### src/hdl/tksfp_pkg.sv
// Shared constants and types for the two-kind serial frame parser.
package tksfp_pkg;

  // Frame delimiter and type bytes
  localparam logic [7:0] HdrByte  = 8'hAA;
  localparam logic [7:0] TypeTask = 8'h28;
  localparam logic [7:0] TypeDist = 8'h20;
  localparam logic [7:0] TrlByte  = 8'hFF;

  // Frame kind codes
  localparam logic KindTask = 1'b0;
  localparam logic KindDist = 1'b1;

  // Parser position codes
  localparam logic [2:0] PosHunt  = 3'd0;
  localparam logic [2:0] PosType  = 3'd1;
  localparam logic [2:0] PosPay0  = 3'd2;
  localparam logic [2:0] PosPay1  = 3'd3;
  localparam logic [2:0] PosPay2  = 3'd4;
  localparam logic [2:0] PosTrail = 3'd5;

  // Stream widths
  localparam int unsigned InDataW  = 8;
  localparam int unsigned OutDataW = 32;

  // One decoded frame
  typedef struct packed {
    logic        frame_kind;
    logic [7:0]  task_number;
    logic [7:0]  range_flag;
    logic [15:0] range_value;
  } result_t;

endpackage

### src/hdl/two_kind_serial_frame_parser_core.sv
// Top level of the two-kind serial frame parser.
//
//  channel  | dir | tdata                          | tuser
//  s_axis   | in  | rx_byte[7:0]                   | -
//  m_axis   | out | task_number[7:0],              | frame_kind
//           |     | range_flag[15:8],              |
//           |     | range_value[31:16]             |
//
// One byte per cycle while s_axis_tready_o is high: each byte is decoded in the cycle it is
// transferred, and a finished frame is registered in the output buffer and shown on m_axis.
// Reset puts the parser back to hunting for a header and empties the buffer.
// A two-entry output buffer lets bytes keep flowing while a result waits;
// s_axis_tready_o drops only when both entries are full.
module two_kind_serial_frame_parser_core (
  input  logic                               clk_i,
  input  logic                               rst_ni,
  input  logic                               s_axis_tvalid_i,
  output logic                               s_axis_tready_o,
  input  logic [tksfp_pkg::InDataW-1:0]      s_axis_tdata_i,   // rx_byte[7:0]
  output logic                               m_axis_tvalid_o,
  input  logic                               m_axis_tready_i,
  // task_number[7:0], range_flag[15:8], range_value[31:16]
  output logic [tksfp_pkg::OutDataW-1:0]     m_axis_tdata_o,
  output logic                               m_axis_tuser_o    // frame_kind
);
  import tksfp_pkg::*;

  logic    byte_valid;
  logic    res_valid;
  logic    space;
  result_t res, out_res;

  assign byte_valid = s_axis_tvalid_i & space;
  assign s_axis_tready_o = space;

  // Frame decode
  tksfp_parse u_parse (
    .clk_i        (clk_i),
    .rst_ni       (rst_ni),
    .byte_valid_i (byte_valid),
    .byte_i       (s_axis_tdata_i),
    .res_valid_o  (res_valid),
    .res_o        (res)
  );

  // Result buffering
  tksfp_out_buf u_out_buf (
    .clk_i       (clk_i),
    .rst_ni      (rst_ni),
    .push_i      (res_valid),
    .push_data_i (res),
    .space_o     (space),
    .valid_o     (m_axis_tvalid_o),
    .ready_i     (m_axis_tready_i),
    .data_o      (out_res)
  );

  assign m_axis_tdata_o = {out_res.range_value, out_res.range_flag, out_res.task_number};
  assign m_axis_tuser_o = out_res.frame_kind;

endmodule

### src/hdl/tksfp_parse.sv
// Byte-wise frame parser: position register, payload store and result decode.
module tksfp_parse (
  input  logic                clk_i,
  input  logic                rst_ni,
  input  logic                byte_valid_i,
  input  logic [7:0]          byte_i,
  output logic                res_valid_o,
  output tksfp_pkg::result_t  res_o
);
  import tksfp_pkg::*;

  logic [2:0] pos_q, pos_d;
  logic       kind_q, kind_d;
  logic [7:0] pay_q [3];

  // Next position and result decode for the current byte
  always_comb begin
    pos_d       = PosHunt;
    kind_d      = KindTask;
    res_valid_o = 1'b0;
    res_o       = '0;
    unique case (pos_q)
      PosHunt: begin
        pos_d = (byte_i == HdrByte) ? PosType : PosHunt;
      end
      PosType: begin
        if (byte_i == TypeDist) begin
          kind_d = KindDist;
          pos_d  = PosPay0;
        end else if (byte_i == TypeTask) begin
          kind_d = KindTask;
          pos_d  = PosPay0;
        end else if (byte_i == HdrByte) begin
          kind_d = kind_q;
          pos_d  = PosType;
        end
      end
      PosPay0: begin
        kind_d = kind_q;
        pos_d  = PosPay1;
      end
      PosPay1: begin
        if (kind_q == KindDist) begin
          kind_d = kind_q;
          pos_d  = PosPay2;
        end else if (byte_i == TrlByte) begin
          res_valid_o       = 1'b1;
          res_o.frame_kind  = KindTask;
          res_o.task_number = pay_q[0];
        end
      end
      PosPay2: begin
        if (kind_q == KindDist) begin
          kind_d = kind_q;
          pos_d  = PosTrail;
        end
      end
      PosTrail: begin
        if (kind_q == KindDist && byte_i == TrlByte) begin
          res_valid_o       = 1'b1;
          res_o.frame_kind  = KindDist;
          res_o.range_flag  = pay_q[0];
          res_o.range_value = {pay_q[1], pay_q[2]};
        end
      end
      default: begin
        pos_d = PosHunt;
      end
    endcase
    if (!byte_valid_i) begin
      res_valid_o = 1'b0;
    end
  end

  // Position and kind registers
  always_ff @(posedge clk_i or negedge rst_ni) begin
    if (!rst_ni) begin
      pos_q  <= PosHunt;
      kind_q <= KindTask;
    end else if (byte_valid_i) begin
      pos_q  <= pos_d;
      kind_q <= kind_d;
    end
  end

  // Payload store, written in frame order
  always_ff @(posedge clk_i) begin
    if (byte_valid_i) begin
      if (pos_q == PosPay0) begin
        pay_q[0] <= byte_i;
      end
      if (pos_q == PosPay1 && kind_q == KindDist) begin
        pay_q[1] <= byte_i;
      end
      if (pos_q == PosPay2 && kind_q == KindDist) begin
        pay_q[2] <= byte_i;
      end
    end
  end

endmodule

### src/hdl/tksfp_out_buf.sv
// Two-entry result buffer: output register plus skid stage.
module tksfp_out_buf (
  input  logic                clk_i,
  input  logic                rst_ni,
  input  logic                push_i,
  input  tksfp_pkg::result_t  push_data_i,
  output logic                space_o,
  output logic                valid_o,
  input  logic                ready_i,
  output tksfp_pkg::result_t  data_o
);
  import tksfp_pkg::*;

  logic    main_valid_q, skid_valid_q;
  result_t main_q, skid_q;
  logic    pop;

  assign pop     = main_valid_q & ready_i;
  assign space_o = ~skid_valid_q;
  assign valid_o = main_valid_q;
  assign data_o  = main_q;

  // Valid flags
  always_ff @(posedge clk_i or negedge rst_ni) begin
    if (!rst_ni) begin
      main_valid_q <= 1'b0;
      skid_valid_q <= 1'b0;
    end else if (push_i) begin
      main_valid_q <= 1'b1;
      skid_valid_q <= main_valid_q & ~pop;
    end else if (pop) begin
      main_valid_q <= skid_valid_q;
      skid_valid_q <= 1'b0;
    end
  end

  // Payload; a push only happens while the skid stage is empty
  always_ff @(posedge clk_i) begin
    if (push_i) begin
      if (!main_valid_q || pop) begin
        main_q <= push_data_i;
      end else begin
        skid_q <= push_data_i;
      end
    end else if (pop && skid_valid_q) begin
      main_q <= skid_q;
    end
  end

endmodule

### config.mk
export PLATFORM = sky130hd
export DESIGN_NAME = two_kind_serial_frame_parser_core
export DESIGN_NICKNAME = d
export VERILOG_FILES = /design/src/hdl/tksfp_pkg.sv /design/src/hdl/two_kind_serial_frame_parser_core.sv /design/src/hdl/tksfp_parse.sv /design/src/hdl/tksfp_out_buf.sv
export SDC_FILE = /design/constraint.sdc
export NUM_CORES = 1
export LEC_CHECK = 0
export ABC_CLOCK_PERIOD_IN_PS = 7100
export BUFFER_PORTS_ARGS = -buffer_cell sky130_fd_sc_hd__buf_2
export CORE_ASPECT_RATIO = 1.25
export CORE_MARGIN = 2
export CORE_UTILIZATION = 61
export DETAILED_ROUTE_END_ITERATION = 16
export GPL_ROUTABILITY_DRIVEN = 1
export PLACE_DENSITY = 0.85
export RECOVER_POWER = 100
export SYNTH_ARGS = -nofsm -noshare
export SYNTH_HDL_FRONTEND = slang
export SYNTH_SLANG_ARGS = --single-unit
export TNS_END_PERCENT = 5
### constraint.sdc
create_clock -name clk_i -period 7.1 [get_ports clk_i]
set_input_delay 2.13 -clock clk_i [delete_from_list [all_inputs] [get_ports clk_i]]
set_output_delay 2.13 -clock clk_i [all_outputs]
set_load 0.02 [all_outputs]
# After elaboration in Yosys (flattened, before gate mapping)

Memories as Yosys holds them, arrays and structs flattened.
Index checks and enable logic that the tools add are counted.

Register bits after elaboration: 72
Bits in writable memories: 24
Input bits: 12
Output and inout bits: 35
Word-level logic and storage cells: 90
Memories: 1

Memories:

| memory        | depth | bits a word | rd ports | clocked after memory_dff | write ports | line              | RTL |
|---|---|---|---|---|---|---|---|
| u_parse.pay_q | 3     | 8           | 3        | 0                        | 1           | tksfp_parse.sv:14 | `logic [7:0] pay_q [3];` |

Equal/unequal tests: 11
Mux-type cells: 44
Bitwise gates (word level): 7
Reduce and logical (&&, ||, !) cells: 15

Operators by type and width:

| kind                                                                  | count |
|---|---|
| 33-bit 2-to-1 mux                                                     | 3 |
| 24-bit 2-to-1 mux                                                     | 2 |
| 8-bit 2-to-1 mux                                                      | 5 |
| 1-bit 2-to-1 mux                                                      | 24 |
| 8-bit by 6-bit equality test with 1-bit output, second input constant | 2 |
| 8-bit equality test, second input constant                            | 2 |
| 8-bit OR reduction                                                    | 2 |
| 3-bit one-hot mux with 5 select lines                                 | 1 |
| 3-bit 2-to-1 mux                                                      | 4 |
| 3-bit by 2-bit equality test with 1-bit output, second input constant | 2 |
| 3-bit equality test, second input constant                            | 2 |
| 1-bit logical AND                                                     | 4 |
| 2-bit 2-to-1 mux                                                      | 2 |
| 4-bit != test, second input constant                                  | 1 |
| 1-bit inverter                                                        | 4 |
| 1-bit one-hot mux with 2 select lines                                 | 2 |
| 2-bit AND reduction                                                   | 2 |
| 2-bit nonzero test                                                    | 2 |
| 1-bit bitwise AND                                                     | 3 |
| 3-bit by 1-bit equality test with 1-bit output, second input constant | 1 |
| 3-bit logical NOT                                                     | 1 |
| 1-bit one-hot mux with 3 select lines                                 | 1 |
| 3-bit AND reduction                                                   | 1 |
| 2-bit by 1-bit != test with 1-bit output, second input constant       | 1 |
| other kinds (3)                                                       | 3 |

# Logic depth before layout (Yosys ltp)

Depth in word-level cells: 8
Mapped depth: 6
Gate-level depth less buffers: 4

# Hierarchy

Synthesis repeated with hierarchy kept, for this count alone.

Cell total of the unflattened synthesis: 212
Area, all modules: 3905.0 um^2

Modules (own cells, without submodules):

| module                            | times used | cells each | area an instance (um^2) | seq. area each (um^2) |
|---|---|---|---|---|
| tksfp_out_buf                     | 1          | 114        | 2627.5                  | 2031.9 |
| tksfp_parse                       | 1          | 97         | 1271.2                  | 820.8 |
| two_kind_serial_frame_parser_core | 1          | 1          | 6.3                     | 0.0 |

# Worst setup path before layout

No wires, ideal clock.

Path type: input to register
Start: input s_axis_tvalid_i
End: register u_out_buf.skid_q[0] (netlist bit), enable pin
Setup time: 0.471 ns
Data arrival time: 5.365 ns
Data required time: 6.629 ns
Slack: 1.263 ns
Cell stages on the path: 6
Cells stage by stage: nand2b_1 -> buf_2 -> nor4_2 -> nand2_1 -> buf_2 -> nor3b_1

Longest elaborated chain between the ends: 3

RTL lines:

| element                              | line                                    | RTL |
|---|---|---|
| start: declaration                   | two_kind_serial_frame_parser_core.sv:17 | `input logic s_axis_tvalid_i,` |
| 1-bit bitwise AND                    | two_kind_serial_frame_parser_core.sv:33 | `assign byte_valid = s_axis_tvalid_i & space;` |
| 1-bit 2-to-1 mux                     | tksfp_parse.sv:70                       | `if (!byte_valid_i) begin` |
| 2-bit AND reduction (no source line) | -                                       |  |
| end signal: assignment               | tksfp_out_buf.sv:43                     | `skid_q <= push_data_i;` |
| end: declaration                     | tksfp_out_buf.sv:15                     | `result_t main_q, skid_q;` |

Every way passes these cells.
A chain may end at the register's enable or synchronous reset.

# Final worst setup path

Start: input s_axis_tdata_i[3] (netlist bit)
End: register u_out_buf.main_q (netlist bit u_out_buf.data_o[9]), enable pin

Longest elaborated chain between the ends: 7
Elaborated cells between the ends (all ways): 10
Classes of those cells: eq/ne: 2; mux: 5; reduce/logical: 3

RTL lines:

| element                                                                                         | line                                    | RTL |
|---|---|---|
| start: declaration                                                                              | two_kind_serial_frame_parser_core.sv:19 | `input logic [tksfp_pkg::InDataW-1:0] s_axis_tdata_i,` |
| 8-bit equality test *                                                                           | tksfp_parse.sv:46, tksfp_parse.sv:59    |  |
| 1-bit 2-to-1 mux or 1-bit logical AND (tied branches)                                           | tksfp_parse.sv:46, tksfp_parse.sv:59    |  |
| 1-bit 2-to-1 mux (on tied branches)                                                             | tksfp_parse.sv:43, tksfp_parse.sv:59    |  |
| 1-bit one-hot mux with 2 select lines *                                                         | tksfp_parse.sv:22                       | `unique case (pos_q)` |
| 1-bit 2-to-1 mux *                                                                              | tksfp_parse.sv:70                       |  |
| 2-bit by 1-bit != test with 1-bit output (no source line) or 2-bit nonzero test (tied branches) | -                                       |  |
| 2-bit AND reduction (no source line) *                                                          | -                                       |  |
| end signal: assignment                                                                          | tksfp_out_buf.sv:41                     | `main_q <= push_data_i;` |
| end signal: assignment                                                                          | tksfp_out_buf.sv:46                     | `main_q <= skid_q;` |
| end: declaration                                                                                | tksfp_out_buf.sv:15                     |  |

Mark *: on every way between the ends. The rest lies on a longest branch, timed or not.

==> impl_metrics.toml <==
[final_layout]
antenna_cells = 0
drive_gt1_share_pct = 8.19
most-common-layout-cells = "edfxtp_1, clkbuf_1, a22o_1"
final_common_cell = "edfxtp_1"
nNetsFinal = 288
final_util_pct = 71.5
final_area_um2 = 4190
area_delta_synth_final_pct = 11.6

[floorplanning]
initial_utilization_pct = 64.1
ios = 47
coreArea_um2 = 5860
rows = 31
fp.dieW_um = 74.2
die_y_um = 91.7
die-area_um2 = 6800

[placed_design]
place_ws_ns = 2.15
port_buffers = 46
gp_congestion = 0.845
dpl_cell_area_um2 = 4060
hpwlAfterDp_um = 4400

[sta]
final.setup.tns_ns = 0
fmax_mhz = 185
slew_headroom_pct = -11.4
finalCriticalPeriod_ns = 5.42
drv_slew = 34
period_share_pct = 76.3
setup_ws_ns = 1.68
grt_setup_unrepaired = "false"
hold_slack_ns = 0.548
clock_skew_ns = 0.0115
finalHoldViolCount = 0
worstMarginPinSlew_ns = 1.67
setup_violations = 0

[yosys]
synth_top_family_by_area = "simple AND/OR/NAND/NOR gates"
synth_compound_gate_area_share_pct = 10.1
synth_cells = 225
synth-seq-area-share_pct = 76.0
synthXorXnorAreaFrac_pct = 0
synthTopCellsByArea = "edfxtp_1, a22o_1, and2_1"
syn_avg_cell_area_um2 = 16.7
syn_area_um2 = 3750
synth_adder_area_share_pct = 0
synth_edf_count = 90
yosys.area.top_type = "edfxtp_1"
synthMuxAreaShare_pct = 0
synth_cell_types = 36
yosys_warnings = 0
ys_async_sr_fraction_pct = 6.25
yosysTopAreaCellShare_pct = 72.0
synth-simple-area-share_pct = 11.6
synth_ff_type = "edfxtp_1"
synth_seq_cells = 96
mappedNetlistNets = 237

[routing]
initialDrtViolationCount = 172
via_per_inst = 5.69
wl_met3_um = 365
drc = 0
ant_nets = 0
drt-pass1-iter-count = 4
drt_wl_total_um = 6420
top_layer = "met4"
wire_per_inst_um = 17.7
route.met2.wl_um = 3270
vias = 2064
wl_met1_um = 2670

[global_route]
grt_pass1_vias = 1986
grt_overflow = 0
antenna_found_initial = 0
globalRouteTotalUtil_pct = 20.9
grt_max_degree = 36
grt_pass1_wl_um = 10100

[worst_setup_path]
worstPathMaxFanout = 35
critical_path.startpoint_type = "input port"
crit_path_frequent_cell = "clkbuf_1"
cpMaxStageDelayCell = "clkbuf_1"
reg2reg_depth = 5
cpPeakStageDelay_ns = 1.23
end_kind = "flop"
crit_arrival_ns = 5.38
crit_type = "input port to flop"
cp.required_ns = 7.06
cp_cell_sequence = "clkbuf_1, nand4_1, nor4_1, nand2_1, a22oi_2, clkbuf_1"

[cts]
clock-root-buffer = "clkbuf_8"
numCtsBuffers = 9
clkLatencyLatePin_ns = 0.36
clock-sinks = 96
htree_levels = 3
path_clk_slew_ns = 0.08
cts-resized-gates = 0
cts_tree = "built"
cts_setup_buffers = 0
clockBufferDepth = 2
ctsHoldBuffers = 0

[power_and_ir_drop]
leakage_nw = 1.41
ir_worst_vdd_v = 0.000148
power.density_nw_per_um2 = 240

[min_path]
hp-class = "flop to flop"
whs_path_depth = 1

[flow_run]
cap_violations = 1

[run_status]
status = "finished, violations left"
violations = "capacitance limit, slew limit"
## flip-flops by register name, summed over array words and instances, names as in the netlist
register and count:
u_out_buf.data_o 33, u_out_buf.skid_q 33, u_out_buf.skid_valid_q 1, u_out_buf.valid_o 1, u_parse.kind_q 1, u_parse.pay_q 24
u_parse.pos_q 3
## area by class of cell
| cell class | count | area (um2) |
|---|---|---|
| multi-input cells | 115 | 803 |
| repair buffers | 51 | 198 |
| inverters | 3 | 11.3 |
| fillers | 423 | 1670 |
| clock buffers | 9 | 124 |
| flip-flops and latches | 96 | 2850 |
| well taps | 82 | 103 |
| clock inverters | 7 | 95.1 |
## metal layers
layer | vias up | global-route usage, %
li1 | 981 | -
met5 | - | 0
met4 | 0 | 9.85
met3 | 12 | 5.71
met2 | 74 | 32.6
met1 | 997 | 27.1
## critical path, delay by kind of cell
kind                   cells  cell delay [ns]
and+or+nand+nor            3             1.39
AOI/OAI and AO/OA          1             0.35
buffers and inverters      2             1.47
## cell usage after synthesis (2+ instances only)
| cell | n |
|---|---|
| a21o_1 | 2 |
| a22o_1 | 32 |
| and2_1 | 32 |
| buf_2 | 7 |
| buf_6 | 3 |
| dfrtp_1 | 6 |
| edfxtp_1 | 90 |
| inv_1 | 3 |
| nand2_1 | 8 |
| nand3_1 | 3 |
| nand4_1 | 2 |
| nor2_1 | 4 |
| nor2_2 | 2 |
| nor2b_1 | 2 |
| nor4_2 | 2 |
| o21ai_0 | 4 |
| o31ai_1 | 3 |
| or3_1 | 2 |
## stage by stage
stage | std cells | power (mW)
finish | 363 | 1.00
global route | 363 | 1.03
CTS | 363 | 1.01
detailed placement | 347 | 0.635
global placement | 347 | 0.634
floorplan | 225 | 0.627
## final timing paths
kind	endpoint	start	slack [ns]
hold / removal	u_out_buf.data_o[16]	u_out_buf.skid_q[16]	0.55
setup reg to reg	u_out_buf.data_o[9]	u_out_buf.skid_valid_q	3.14
max in group asynchronous	u_parse.kind_q	rst_ni	5.17
hold reg to reg	u_out_buf.data_o[16]	u_out_buf.skid_q[16]	0.55
setup / recovery	u_out_buf.data_o[9]	s_axis_tdata_i[3]	1.68
min in group asynchronous	u_parse.pos_q[1]	rst_ni	1.65
## cells by family after synthesis
logic type / count (synthesis)
compound gates: 47
buf+inv: 14
flops: 96
simple gates: 68
## power by group
group	internal [mW]	total [mW]	switching, mW
registers	0.611	0.611	0.000110
logic	0.00265	0.00982	0.00718
clock network	0.199	0.383	0.184
Power figures use the tool's default switching activity.
